File: src/design/dbk_pkg.sv
// ----------------------------------------------------------------------------
// dbk_pkg
// Shared codes, controller states and the control/status bundles between
// the edge-table controller and its datapath.
// ----------------------------------------------------------------------------
package dbk_pkg;

    // item commands
    localparam logic [2:0] CMD_SEQ  = 3'd0;
    localparam logic [2:0] CMD_NEXT = 3'd1;
    localparam logic [2:0] CMD_PREV = 3'd2;
    localparam logic [2:0] CMD_OUT1 = 3'd3;
    localparam logic [2:0] CMD_IN1  = 3'd4;
    localparam logic [2:0] CMD_NODE = 3'd5;

    // symbol codes
    localparam logic [2:0] SYM_A      = 3'd0;
    localparam logic [2:0] SYM_C      = 3'd1;
    localparam logic [2:0] SYM_G      = 3'd2;
    localparam logic [2:0] SYM_T      = 3'd3;
    localparam logic [2:0] SYM_N      = 3'd4;
    localparam logic [2:0] SYM_DOLLAR = 3'd5;
    localparam logic [2:0] NUM_SYMS   = 3'd6;

    // result status
    localparam logic [1:0] STAT_OK      = 2'd0;
    localparam logic [1:0] STAT_NO_NBR  = 2'd1;
    localparam logic [1:0] STAT_RANGE   = 2'd2;
    localparam logic [1:0] STAT_FULL    = 2'd3;

    localparam logic [3:0] ORDER_RESET = 4'd15;

    typedef enum logic [3:0] {
        S_CLEAR,
        S_IDLE,
        S_INIT,
        S_SEQ,
        S_QRD,
        S_QEVAL,
        S_QNEXT,
        S_HASH,
        S_READ,
        S_CMP,
        S_DONE
    } t_state;

    typedef enum logic [2:0] {
        PH_PAD,
        PH_WIN,
        PH_END,
        PH_FIN,
        PH_QRY
    } t_phase;

    typedef enum logic [1:0] {
        KS_PAD,
        KS_WIN,
        KS_END,
        KS_QRY
    } t_key_sel;

    typedef struct packed {
        logic     accept;
        logic     clr_step;
        logic     pad_init;
        logic     pad_step;
        logic     key_load;
        t_key_sel key_sel;
        logic     hash_load;
        logic     slot_inc;
        logic     do_insert;
        logic     hit_rec;
        logic     cand_clr;
        logic     cand_inc;
        logic     load_out;
    } t_dp_cmd;

    typedef struct packed {
        logic clr_done;
        logic in_seq;
        logic in_qry;
        logic is_node;
        logic first_only;
        logic do_pad;
        logic pad_more;
        logic do_win;
        logic do_end;
        logic oor;
        logic cand_more;
        logic hit;
        logic slot_valid;
        logic slot_match;
    } t_dp_stat;

endpackage

File: src/design/dbk_ctrl.sv
// ----------------------------------------------------------------------------
// dbk_ctrl
// Sequencer: clearing pass, insert sequence per byte, query candidate walk,
// hash probe loop and result hand-off.
// ----------------------------------------------------------------------------
module dbk_ctrl (
    input  logic              i_clk,
    input  logic              i_rst_n,
    input  logic              i_in_valid,
    output logic              o_in_ready,
    input  logic              i_out_ready,
    output logic              o_out_valid,
    input  dbk_pkg::t_dp_stat i_stat,
    output dbk_pkg::t_dp_cmd  o_cmd
);
    import dbk_pkg::*;

    t_state r_state, n_state;
    t_phase r_phase, n_phase;
    logic   r_ovalid, n_ovalid;

    always_ff @(posedge i_clk) begin
        if (!i_rst_n) begin
            r_state  <= S_CLEAR;
            r_phase  <= PH_FIN;
            r_ovalid <= 1'b0;
        end else begin
            r_state  <= n_state;
            r_phase  <= n_phase;
            r_ovalid <= n_ovalid;
        end
    end

    always_comb begin
        n_state    = r_state;
        n_phase    = r_phase;
        n_ovalid   = r_ovalid & ~i_out_ready;
        o_cmd      = '0;
        o_in_ready = 1'b0;
        case (r_state)
            S_CLEAR: begin
                if (i_stat.clr_done) begin
                    n_state = S_IDLE;
                end else begin
                    o_cmd.clr_step = 1'b1;
                end
            end
            S_IDLE: begin
                o_in_ready = 1'b1;
                if (i_in_valid) begin
                    o_cmd.accept = 1'b1;
                    if (i_stat.in_seq) begin
                        n_state = S_INIT;
                    end else if (i_stat.in_qry) begin
                        n_state = S_QRD;
                    end else begin
                        n_state = S_DONE;
                    end
                end
            end
            S_INIT: begin
                o_cmd.pad_init = 1'b1;
                n_phase        = PH_PAD;
                n_state        = S_SEQ;
            end
            S_SEQ: begin
                case (r_phase)
                    PH_PAD: begin
                        if (i_stat.do_pad && i_stat.pad_more) begin
                            o_cmd.key_load = 1'b1;
                            o_cmd.key_sel  = KS_PAD;
                            n_state        = S_HASH;
                        end else begin
                            n_phase = PH_WIN;
                        end
                    end
                    PH_WIN: begin
                        n_phase = PH_END;
                        if (i_stat.do_win) begin
                            o_cmd.key_load = 1'b1;
                            o_cmd.key_sel  = KS_WIN;
                            n_state        = S_HASH;
                        end
                    end
                    PH_END: begin
                        n_phase = PH_FIN;
                        if (i_stat.do_win && i_stat.do_end) begin
                            o_cmd.key_load = 1'b1;
                            o_cmd.key_sel  = KS_END;
                            n_state        = S_HASH;
                        end
                    end
                    default: begin
                        n_state = S_DONE;
                    end
                endcase
            end
            S_QRD: begin
                n_state = S_QEVAL;
            end
            S_QEVAL: begin
                if (i_stat.oor || i_stat.is_node) begin
                    n_state = S_DONE;
                end else begin
                    o_cmd.cand_clr = 1'b1;
                    n_phase        = PH_QRY;
                    n_state        = S_QNEXT;
                end
            end
            S_QNEXT: begin
                if (i_stat.cand_more && !(i_stat.first_only && i_stat.hit)) begin
                    o_cmd.key_load = 1'b1;
                    o_cmd.key_sel  = KS_QRY;
                    n_state        = S_HASH;
                end else begin
                    n_state = S_DONE;
                end
            end
            S_HASH: begin
                o_cmd.hash_load = 1'b1;
                n_state         = S_READ;
            end
            S_READ: begin
                n_state = S_CMP;
            end
            S_CMP: begin
                if (i_stat.slot_valid && !i_stat.slot_match) begin
                    // collision: linear probe to next slot
                    o_cmd.slot_inc = 1'b1;
                    n_state        = S_READ;
                end else begin
                    if (r_phase == PH_QRY) begin
                        o_cmd.hit_rec  = i_stat.slot_valid;
                        o_cmd.cand_inc = 1'b1;
                        n_state        = S_QNEXT;
                    end else begin
                        o_cmd.do_insert = ~i_stat.slot_valid;
                        o_cmd.pad_step  = (r_phase == PH_PAD);
                        n_state         = S_SEQ;
                    end
                end
            end
            S_DONE: begin
                if (!r_ovalid || i_out_ready) begin
                    o_cmd.load_out = 1'b1;
                    n_ovalid       = 1'b1;
                    n_state        = S_IDLE;
                end
            end
            default: begin
                n_state = S_IDLE;
            end
        endcase
    end

    assign o_out_valid = r_ovalid;

endmodule

File: config.mk
export PLATFORM = sky130hd
export DESIGN_NAME = dbk_ctrl
export DESIGN_NICKNAME = d
export VERILOG_FILES = /design/src/design/dbk_pkg.sv /design/src/design/dbk_ctrl.sv
export SDC_FILE = /design/constraint.sdc
export NUM_CORES = 1
export LEC_CHECK = 0
export ABC_AREA = 1
export BUFFER_PORTS_ARGS = -buffer_cell sky130_fd_sc_hd__clkbuf_2
export CORE_MARGIN = 5
export CORE_UTILIZATION = 45
export CTS_CLUSTER_DIAMETER = 30
export DETAILED_ROUTE_END_ITERATION = 12
export PLACE_DENSITY = 0.82
export SETUP_SLACK_MARGIN = 0.15
export SYNTH_ARGS = -nofsm -noshare
export SYNTH_HDL_FRONTEND = slang
export SYNTH_SLANG_ARGS = --single-unit
File: constraint.sdc
create_clock -name i_clk -period 3.3 [get_ports i_clk]
set_input_delay 0.165 -clock i_clk [delete_from_list [all_inputs] [get_ports i_clk]]
set_output_delay 0.165 -clock i_clk [all_outputs]
set_load 0.005 [all_outputs]
Yosys cells after proc, flatten, opt, wreduce, memory -nomap -nowiden
Index checks and enable logic that the tools add are counted.

Register bits after elaboration: 8. Output and inout bits: 16. Logic and storage cells: 91. Bits of input ports: 18.

Equality and inequality tests: 22. Bitwise logic cells: 3. Reductions and logical operators: 15. Muxes and demuxes: 48.

Operators by type and width (number): $mux W4 (11); $pmux W4 S11 (1); $pmux W3 S3 (3); $mux W3 (8); $mux W1 (22); $eq A4 B3 Y1 const B (4); $eq A4 B4 Y1 const B (3); $ne A3 B3 Y1 const B (4); $pmux W4 S3 (1); $eq A4 B2 Y1 const B (2); $ne A2 B2 Y1 const B (4); $pmux W3 S2 (1); $reduce_and A6 Y1 (1); $logic_and A1 B1 Y1 (5); $eq A4 B1 Y1 const B (1); $logic_not A4 Y1 (1); $ne A4 B2 Y1 const B (1); $reduce_and A4 Y1 (1); $eq A3 B1 Y1 const B (1); $eq A3 B2 Y1 const B (1); $eq A3 B3 Y1 const B (1); $logic_not A1 Y1 (3); $logic_not A3 Y1 (1); $reduce_bool A3 Y1 (1); other kinds (4) (6).

Longest topological paths before layout
Gate-level depths: netlist of the first run.

Depth after elaboration: 5. Depth in mapped cells: 9. Gate-level depth less buffers: 9.

Worst setup path after synthesis of the first run
No wires, ideal clock.

Path kind: register to register. From: register r_state[0]. To: register r_state[1]. Arrival: 1.043 ns. Data required time: 3.187 ns. Path buffers: 0. Library setup time: 0.113 ns. Path slack: 2.144 ns. Cell stages (with the launch flop): 10. Clock period less this slack: 1.156 ns. Cell sequence: dfxtp_1 inv_1 nand2_1 inv_1 nand3_1 nand3_1 a21oi_2 nand2_1 nand2_1 nor2_1.

Cells in the longest elaborated chain, start to end: 3. Elaborated cells on any way between the ends: 19. Classes of those cells: eq/ne (16); mux (1); reduce/logical (2).

Ends and longest elaborated chain: start: declaration (RTL line dbk_ctrl.sv:18) `t_state r_state, n_state;`; start signal: assignment (RTL line dbk_ctrl.sv:28) `r_state <= n_state;`; $eq A4 B2 Y1, or another cell as far along (RTL line dbk_ctrl.sv:40) `case (r_state)`; $ne A3 B3 Y1 (no source line) / $ne A2 B2 Y1 (equally long branches); $reduce_and A6 Y1 (no source line).

Several ways; a longest one is shown, not always the timed one. A chain may end at the register's enable or synchronous reset.

==> results of run 1 <==
-- worst reg2reg max path, stage by stage (launching register included) --
cell and delay, ns:
dfxtp_1 0.39, inv_1 0.09, nor2_1 0.24, nor2_1 0.09, nor2_1 0.14, nand2_1 0.12, o21ai_0 0.17, nand3_1 0.10
-- state kept, by name (all words and copies together) (netlist names) --
signal and count:
r_phase 3, r_state 4, o_out_valid 1
-- per-stage QoR --
stage	cells	hold slack, ns
floorplan	150	0.249
global placement	199	0.412
detailed placement	199	0.413
CTS	202	0.145
global route	202	0.157
finish	202	0.154
-- cells in the final DEF, fill, tap and decap left out --
cell / instances
dfxtp_1: 8
clkbuf_2: 33
nor2_4: 1
o21ai_1: 3
a21oi_2: 1
nor3_1: 2
o21ai_0: 5
inv_1: 23
nor2_1: 37
o211ai_1: 1
nand2_1: 40
a21oi_1: 5
nand3b_1: 1
clkbuf_4: 3
nand2_2: 1
nand3_1: 21
inv_2: 1
-- layer usage --
layer  up-vias  global-route usage  part of all wire
met5         -                   0                 0
met4         0              0.0807             0.017
met3         7              0.0494             0.073
met2        42               0.311              0.48
met1       462               0.236              0.43
li1        543                   -                 -
-- synth_stat cells --
master,instances
nand2_1,40
nor2_1,37
inv_1,23
nand3_1,21
dfxtp_1,8
a21oi_1,5
o21ai_0,5
o21ai_1,3
nor3_1,2
a21oi_2,1
inv_2,1
nand2_2,1
nand3b_1,1
nor2_4,1
o211ai_1,1
-- layout make-up --
type	instances	area, um^2
timing repair buffer	33	165
sequential	8	160
tap	16	20.0
fill	156	591
multi-input combinational	118	510
clock buffer	3	22.5
inverter	24	90.1
-- power by group through the flow --
stage          Combinational [mW]  Sequential, mW  Clock, mW
2_1_floorplan               0.262           0.152          0
3_3_place_gp                0.352           0.158          0
3_5_place_dp                0.353           0.160          0
4_1_cts                     0.355           0.158     0.0818
5_1_grt                     0.402           0.163     0.0899
6_report                    0.356           0.159     0.0788
-- path summary, 6_finish.rpt --
| check | start | endpoint | slack, ns | cells after the start |
|---|---|---|---|---|
| max | r_state[0] | o_cmd[3] | 1.54 | 7 |
| min | i_rst_n | r_phase[0] | 0.15 | 2 |
| max reg2reg | r_state[0] | r_phase[0] | 1.84 | 7 |
| min reg2reg | r_phase[0] | r_phase[0] | 0.54 | 2 |
-- cells by family after synthesis --
| family | share of synthesized area |
|---|---|
| AOI/OAI and AO/OA | 0.107 |
| and+or+nand+nor | 0.564 |
| DFF | 0.211 |
| buffers and inverters | 0.118 |
==> flow_metrics.py, run 1 <==
metrics = {
    "run_status": {
        "status": "completed",
    },
    "clock_network": {
        "h-tree-depth": 1,
        "numCtsBuffers": 3,
        "cts.path.max_buffers": 2,
        "cts_hold_buf": 0,
        "clkTransAtPathRegs_ns": 0.06,
        "cts_tree": "done",
        "clk_latency_ns": 0.27,
        "ctsResizeCount": 0,
        "post-cts-setup-buffers": 0,
        "cts_num_sinks": 8,
        "cts_root_buf": "clkbuf_4",
    },
    "detailed_routing": {
        "ant_nets": 0,
        "totalWireLength_um": 2300,
        "drc": 0,
        "first_pass_iters": 5,
        "vias_per_cell": 5.22,
        "wl_per_cell_um": 11.4,
        "drt_iter0_drc": 41,
        "num_vias": 1054,
    },
    "placement": {
        "post-place-ws_ns": 1.86,
        "gp_congestion": 0.984,
        "io_buffers": 33,
        "placed_area_um2": 946,
        "dp.final_hpwl_um": 1950,
    },
    "synth": {
        "synth_area_um2": 761,
        "yosysSeqAreaShare": 0.211,
        "synth_area_leaders": "dfxtp_1, nand2_1, nor2_1",
        "synth_top_area_frac": 0.211,
        "syn_avg_cell_area_um2": 5.07,
        "ys_warn_count": 0,
        "syn_inst": 150,
        "synth_cell_types": 15,
        "ys_ff_latch": 8,
        "yosys.area.top_type": "dfxtp_1",
        "mappedNetlistNets": 168,
    },
    "sta": {
        "skew_ns": 0.00711,
        "fin_crit_sh": 0.533,
        "tightest_slew_ns": 0.287,
        "slew_violations": 0,
        "grt_setup_unrepaired": "no",
        "fmax_mhz": 568,
        "max-slew-margin-rel": 0.807,
        "fin_setup_tns_ns": 0,
        "fin_ws_ns": 1.54,
        "layout_min_cycle_time_ns": 1.76,
        "setup_viol": 0,
        "hold_violations": 0,
    },
    "worst_setup_path": {
        "worstPathMaxFanout": 4,
        "crit_family": "simple AND/OR/NAND/NOR gates",
        "arrival_ns": 1.59,
        "critPathBufInv": 2,
        "worst-endpoint-required_ns": 3.13,
        "worstSetupEndpointType": "output port",
        "crit_chain": "inv_1 > nor2_1 > nand2_1 > nor2_1 > nand2_1 > nor2_1 > clkbuf_2",
        "crit_path_start_kind": "flop",
        "max_stage_delay_ns": 0.39,
        "crit_path_top_delay_cell": "dfxtp_1",
        "cpMostUsedCell": "nor2_1",
        "critPathKind": "flop to output port",
    },
    "cells_and_area": {
        "antennaDiodeCount": 0,
        "area_growth_pct": 27.3,
        "nNetsFinal": 206,
        "fin_util": 0.621,
        "layout-drive-gt1-share": 0.215,
        "finalInstanceArea_um2": 968,
    },
    "power_and_ir_drop": {
        "combPwrFrac": 0.599,
        "totalPowerFinal_mw": 0.594,
        "power_frac_seq": 0.268,
        "power_density_mw_per_mm2": 613,
        "max-vdd-ir-drop_uv": 373,
        "p_int_mw": 0.292,
        "p_switching_mw": 0.301,
        "switching_share": 0.507,
        "clkPwrFrac": 0.133,
        "power_leakage_nw": 0.591,
    },
    "floorplan": {
        "rows": 14,
        "core_area_mm2": 0.00156,
        "io_pins": 34,
        "start_util": 0.488,
        "dieArea_mm2": 0.00261,
        "die_w_um": 51.1,
        "die_h_um": 51.1,
    },
    "global_route": {
        "grt_pass1_wl_um": 3770,
        "antenna_found_initial": 0,
        "grt_pass1_vias": 939,
        "grt_max_degree": 9,
        "grtUsageTotal": 0.191,
        "grt_overflow_total": 0,
    },
    "run": {
        "maxCapViolations": 0,
    },
    "worst_hold_path": {
        "hold_path_class": "primary input to flop",
    },
}
No activity file was read; power rests on OpenSTA's default activity.
==> run 2: changes to the inputs <==
- CORE_UTILIZATION: 45 -> 41
- PLACE_DENSITY: 0.82 -> 0.79
- clock period: 3.3 -> 1.5 ns (I/O delays scaled with it)
==> flow_metrics.py, run 2 (same netlist as run 1, synthesis figures left out) <==
metrics = {
    "power_and_ir_drop": {
        "power_leakage_nw": 0.702,
        "power_density_mw_per_mm2": 1410,
        "max-vdd-ir-drop_uv": 801,
    },
    "sta": {
        "max-slew-margin-rel": 0.759,
        "setup_viol": 0,
        "tightest_slew_ns": 0.358,
        "skew_ns": 0.00182,
        "grt_setup_unrepaired": "yes",
        "hold_violations": 0,
        "layout_min_cycle_time_ns": 1.41,
        "fin_crit_sh": 0.937,
        "fmax_mhz": 712,
        "slew_violations": 0,
    },
    "detailed_routing": {
        "totalWireLength_um": 2940,
        "drt_iter0_drc": 26,
        "ant_nets": 0,
        "num_vias": 1162,
        "first_pass_iters": 7,
        "vias_per_cell": 5.19,
        "wl_per_cell_um": 13.1,
        "drc": 0,
    },
    "worst_hold_path": {
        "hold_path_class": "primary input to flop",
        "hold_end": "r_phase[0]",
        "hold_depth": 2,
        "hp-start": "i_rst_n",
    },
    "placement": {
        "io_buffers": 33,
        "gp_congestion": 0.887,
        "placed_area_um2": 957,
        "dp.final_hpwl_um": 1960,
    },
    "global_route": {
        "grt_max_degree": 8,
        "antenna_found_initial": 0,
        "met2_usage": 0.401,
        "grtUsageTotal": 0.212,
        "grt_busiest_layer": "met2",
        "grt_pass1_vias": 1094,
        "use_met1": 0.237,
        "grt_pass1_wl_um": 4530,
        "gr-usage-met3": 0.0338,
        "grt_overflow_total": 0,
    },
    "run": {
        "maxCapViolations": 0,
    },
    "worst_setup_path": {
        "critPathKind": "flop to flop",
        "r2r_cells": 6,
        "arrival_ns": 1.55,
        "crit_path_start_kind": "flop",
        "worstSetupEndpointType": "flop",
        "worstPathMaxFanout": 7,
        "max_stage_delay_ns": 0.39,
        "reg2reg_setup_slack_ns": 0.09,
        "r2r-end": "r_state[1]",
        "crit_chain": "o21ai_0 > o21ai_0 > nor2_1 > nand2_1 > nand2_1 > nor2_1",
        "timing.rr.start": "r_state[1]",
        "worst-endpoint-required_ns": 1.65,
        "crit_path_top_delay_cell": "dfxtp_4",
    },
    "run_status": {
        "status": "completed",
    },
    "cells_and_area": {
        "largest_reg_flops": 4,
        "largest_register": "r_state",
        "final_common_cell": "clkbuf_2",
        "n_fill_cell": 152,
        "nNetsFinal": 219,
        "final_cell_mix": "clkbuf_2, nand2_1, nor2_1",
        "finalInstanceArea_mm2": 0.00127,
        "fin_util": 0.730,
        "layout-drive-gt1-share": 0.482,
        "antennaDiodeCount": 0,
        "area_growth_pct": 67.6,
    },
    "clock_network": {
        "cts_hold_buf": 0,
        "clk_latency_ns": 0.25,
        "clkTransAtPathRegs_ns": 0.05,
        "cts_num_sinks": 8,
        "cts_root_buf": "clkbuf_4",
        "cts.path.max_buffers": 2,
        "h-tree-depth": 1,
        "cts_tree": "done",
        "numCtsBuffers": 3,
    },
    "floorplan": {
        "core_area_mm2": 0.00175,
        "dieArea_mm2": 0.00282,
        "die_h_um": 53.1,
        "start_util": 0.436,
        "io_pins": 34,
        "rows": 15,
        "die_w_um": 53.1,
    },
}
## run 2: cell count changes in the layout (fill, tap and decap cells not counted), sizes merged
cell    change
buf        +19
clkbuf      -6
## run 2: area by class of cell
type | instances | area [um^2] | area share
Multi-Input combinational cell | 118 | 668 | 0.524
Timing Repair Buffer | 46 | 267 | 0.209
Sequential cell | 8 | 186 | 0.146
Inverter | 24 | 100 | 0.0785
Tap cell | 25 | 31.3 | 0.0245
Clock buffer | 3 | 22.5 | 0.0177
## run 2: report_power, final
group	total (mW)	internal (mW)	leakage [nW]	switching, mW
Clock	0.165	0.0916	0.0138	0.0734
Sequential	0.446	0.310	0.0691	0.136
Combinational	1.18	0.472	0.619	0.712
Total	1.79	0.874	0.702	0.921
## run 2: through the flow
stage | setup TNS (ns) | std cells | hold slack [ns] | power [mW] | setup slack (ns)
final | 0 | 224 | 0.0621 | 1.79 | 0.0950
after global routing | -0.0195 | 224 | 0.0604 | 1.94 | -0.0195
after CTS | 0 | 221 | 0.0536 | 1.50 | 0.125
after detailed placement | 0 | 208 | 0.326 | 1.13 | 0.125
after global placement | 0 | 208 | 0.315 | 1.11 | 0.117
after floorplan | 0 | 150 | 0.159 | 0.913 | 0.344
## run 2: repair_timing
action / in CTS / in global routing
setup buffers: 10 / 3
resized for setup: 34 / 42
setup endpoints to repair: 11 / 18
pin swaps: 9 / 12
## run 2: worst max path at each step
stage | from | endpoint | slack [ns] | cells after the start
6_report | r_state[1] | r_state[1] | 0.09 | 6
4_1_cts | r_state[1] | o_cmd[2] | 0.13 | 6
3_5_place_dp | r_state[1] | r_phase[0] | 0.12 | 7
2_1_floorplan | r_state[0] | r_state[1] | 0.34 | 9
5_1_grt | r_state[1] | r_state[1] | -0.02 | 6
3_3_place_gp | r_state[1] | r_phase[0] | 0.12 | 7
## run 2: routing by layer
layer  routed length (um)  up-vias
met4                   57        0
li1                     -      575
met5                    0        -
met2                 1500       65
met1                 1190      516
met3                  190        6
## run 2: critical path: cells and delay by family, from the launching register on
| family | cells | cell delay (ns) |
|---|---|---|
| DFF | 1 | 0.39 |
| AOI/OAI and AO/OA | 2 | 0.52 |
| and+or+nand+nor | 4 | 0.40 |
==> run 3: changes to the inputs <==
- CORE_UTILIZATION: 41 -> 25
- PLACE_DENSITY: 0.79 -> 0.55
==> flow_metrics.py, run 3 (same netlist as run 1, synthesis figures left out) <==
metrics = {
    "run_status": {
        "status": "completed",
    },
    "floorplan": {
        "rows": 20,
        "core_area_mm2": 0.00298,
        "die_w_um": 65.2,
        "die_h_um": 65.2,
        "start_util": 0.255,
        "io_pins": 34,
        "dieArea_mm2": 0.00425,
    },
    "detailed_routing": {
        "top_layer": "met4",
        "num_vias": 1096,
        "first_pass_iters": 4,
        "routed-wl-met3_um": 139,
        "drc": 0,
        "ant_nets": 0,
        "wl_met1_um": 1210,
        "vias_per_cell": 4.79,
        "totalWireLength_um": 2730,
        "route.met2.wl_um": 1340,
        "wl_per_cell_um": 11.9,
        "drt_iter0_drc": 45,
    },
    "worst_setup_path": {
        "max_stage_delay_ns": 0.38,
        "crit_chain": "inv_2 > nor2_4 > nand2_2 > nor2_4 > nor3_2 > o21ai_1 > buf_2",
        "critPathKind": "flop to output port",
        "worstPathMaxFanout": 4,
        "crit_path_start_kind": "flop",
        "crit_family": "flip-flops",
        "worst-endpoint-required_ns": 1.42,
        "worstSetupEndpointType": "output port",
        "crit_path_top_delay_cell": "dfxtp_4",
        "cpMostUsedCell": "nor2_4",
        "arrival_ns": 1.29,
        "critPathBufInv": 2,
    },
    "cells_and_area": {
        "n_fill_cell": 325,
        "area_growth_pct": 66.0,
        "nNetsFinal": 216,
        "multi_input_area_um2": 668,
        "seqCellArea_um2": 186,
        "largest_register": "r_state",
        "largest_reg_flops": 4,
        "antennaDiodeCount": 0,
        "final_cell_mix": "nand2_1, clkbuf_2, nor2_1",
        "layout-drive-gt1-share": 0.469,
        "finalInstanceArea_mm2": 0.00126,
        "fin_cells": 229,
    },
    "sta": {
        "tightest_slew_ns": 0.309,
        "fin_crit_sh": 0.912,
        "fmax_mhz": 731,
        "hold_violations": 0,
        "layout_min_cycle_time_ns": 1.37,
        "max-slew-margin-rel": 0.792,
        "fin_ws_ns": 0.133,
        "slew_violations": 0,
        "setup_viol": 0,
        "skew_ns": 0.00667,
        "fin_setup_tns_ns": 0,
        "grt_setup_unrepaired": "yes",
    },
    "placement": {
        "placed_area_um2": 967,
        "dp.final_hpwl_um": 2070,
        "io_buffers": 33,
        "post-place-ws_ns": 0.0695,
        "placed_cells": 216,
        "gp_congestion": 0.850,
    },
    "power_and_ir_drop": {
        "power_leakage_nw": 0.670,
        "max-vdd-ir-drop_uv": 501,
        "power_density_mw_per_mm2": 1330,
    },
    "global_route": {
        "grtUsageTotal": 0.135,
        "grt_overflow_total": 0,
        "grt_pass1_vias": 1069,
        "grt_pass1_wl_um": 4510,
        "grt_max_degree": 8,
        "antenna_found_initial": 0,
    },
    "clock_network": {
        "cts.path.max_buffers": 2,
        "clkTransAtPathRegs_ns": 0.05,
        "cts_tree": "done",
        "numCtsBuffers": 3,
        "clk_latency_ns": 0.25,
        "cts_num_sinks": 8,
        "cts_root_buf": "clkbuf_4",
        "cts_hold_buf": 0,
        "h-tree-depth": 1,
    },
    "worst_hold_path": {
        "hold_path_class": "primary input to flop",
    },
    "run": {
        "maxCapViolations": 0,
    },
}
## run 3: cell types whose count changed in the layout (fill, tap and decap cells not counted), sizes merged
| cell | delta |
|---|---|
| clkbuf | +2 |
| buf | -5 |
## run 3: worst paths after layout
| check | to | start | depth (start not counted) | slack (ns) |
|---|---|---|---|---|
| worst min register to register | r_state[3] | r_state[3] | 2 | 0.54 |
| worst max-delay path | o_cmd[9] | r_phase[0] | 7 | 0.13 |
| worst max register to register | r_phase[2] | r_state[0] | 8 | 0.18 |
| worst min-delay path | r_phase[0] | i_rst_n | 2 | 0.06 |
## run 3: area by class of cell
cell class	instances	share of cell area
Tap cell	33	0.0327
Clock buffer	3	0.0178
Sequential cell	8	0.148
Timing Repair Buffer	43	0.193
Multi-Input combinational cell	118	0.529
Inverter	24	0.0793
## run 3: where the power goes
part,internal (mW),switching (mW)
registers,0.310,0.134
clock network,0.0912,0.0683
logic,0.421,0.659
total,0.822,0.861
## run 3: routing by layer
metal,up-vias,track usage
met1,489,0.159
li1,561,-
met5,-,0
met2,40,0.234
met4,0,0.0415
met3,6,0.0376
## run 3: worst register-to-register path, delay by kind of cell, from the launching register on
family,cells,cell delay (ns)
and+or+nand+nor,4,0.41
AOI/OAI and AO/OA,2,0.23
buffers and inverters,2,0.20
DFF,1,0.38
## run 3: metrics by stage
step / power, mW / util / hold WS, ns
2_1_floorplan: 0.913 / - / 0.159
3_3_place_gp: 1.16 / 0.325 / 0.324
3_5_place_dp: 1.13 / 0.325 / 0.325
4_1_cts: 1.51 / 0.384 / 0.0528
5_1_grt: 1.87 / 0.424 / 0.0665
6_report: 1.68 / 0.424 / 0.0597
## run 3: repair_timing
| item | in CTS | in global routing |
|---|---|---|
| gates resized for setup | 41 | 31 |
| setup buffers | 6 | 4 |
| endpoints found under the setup margin | 17 | 18 |
| pin swaps | 9 | 15 |
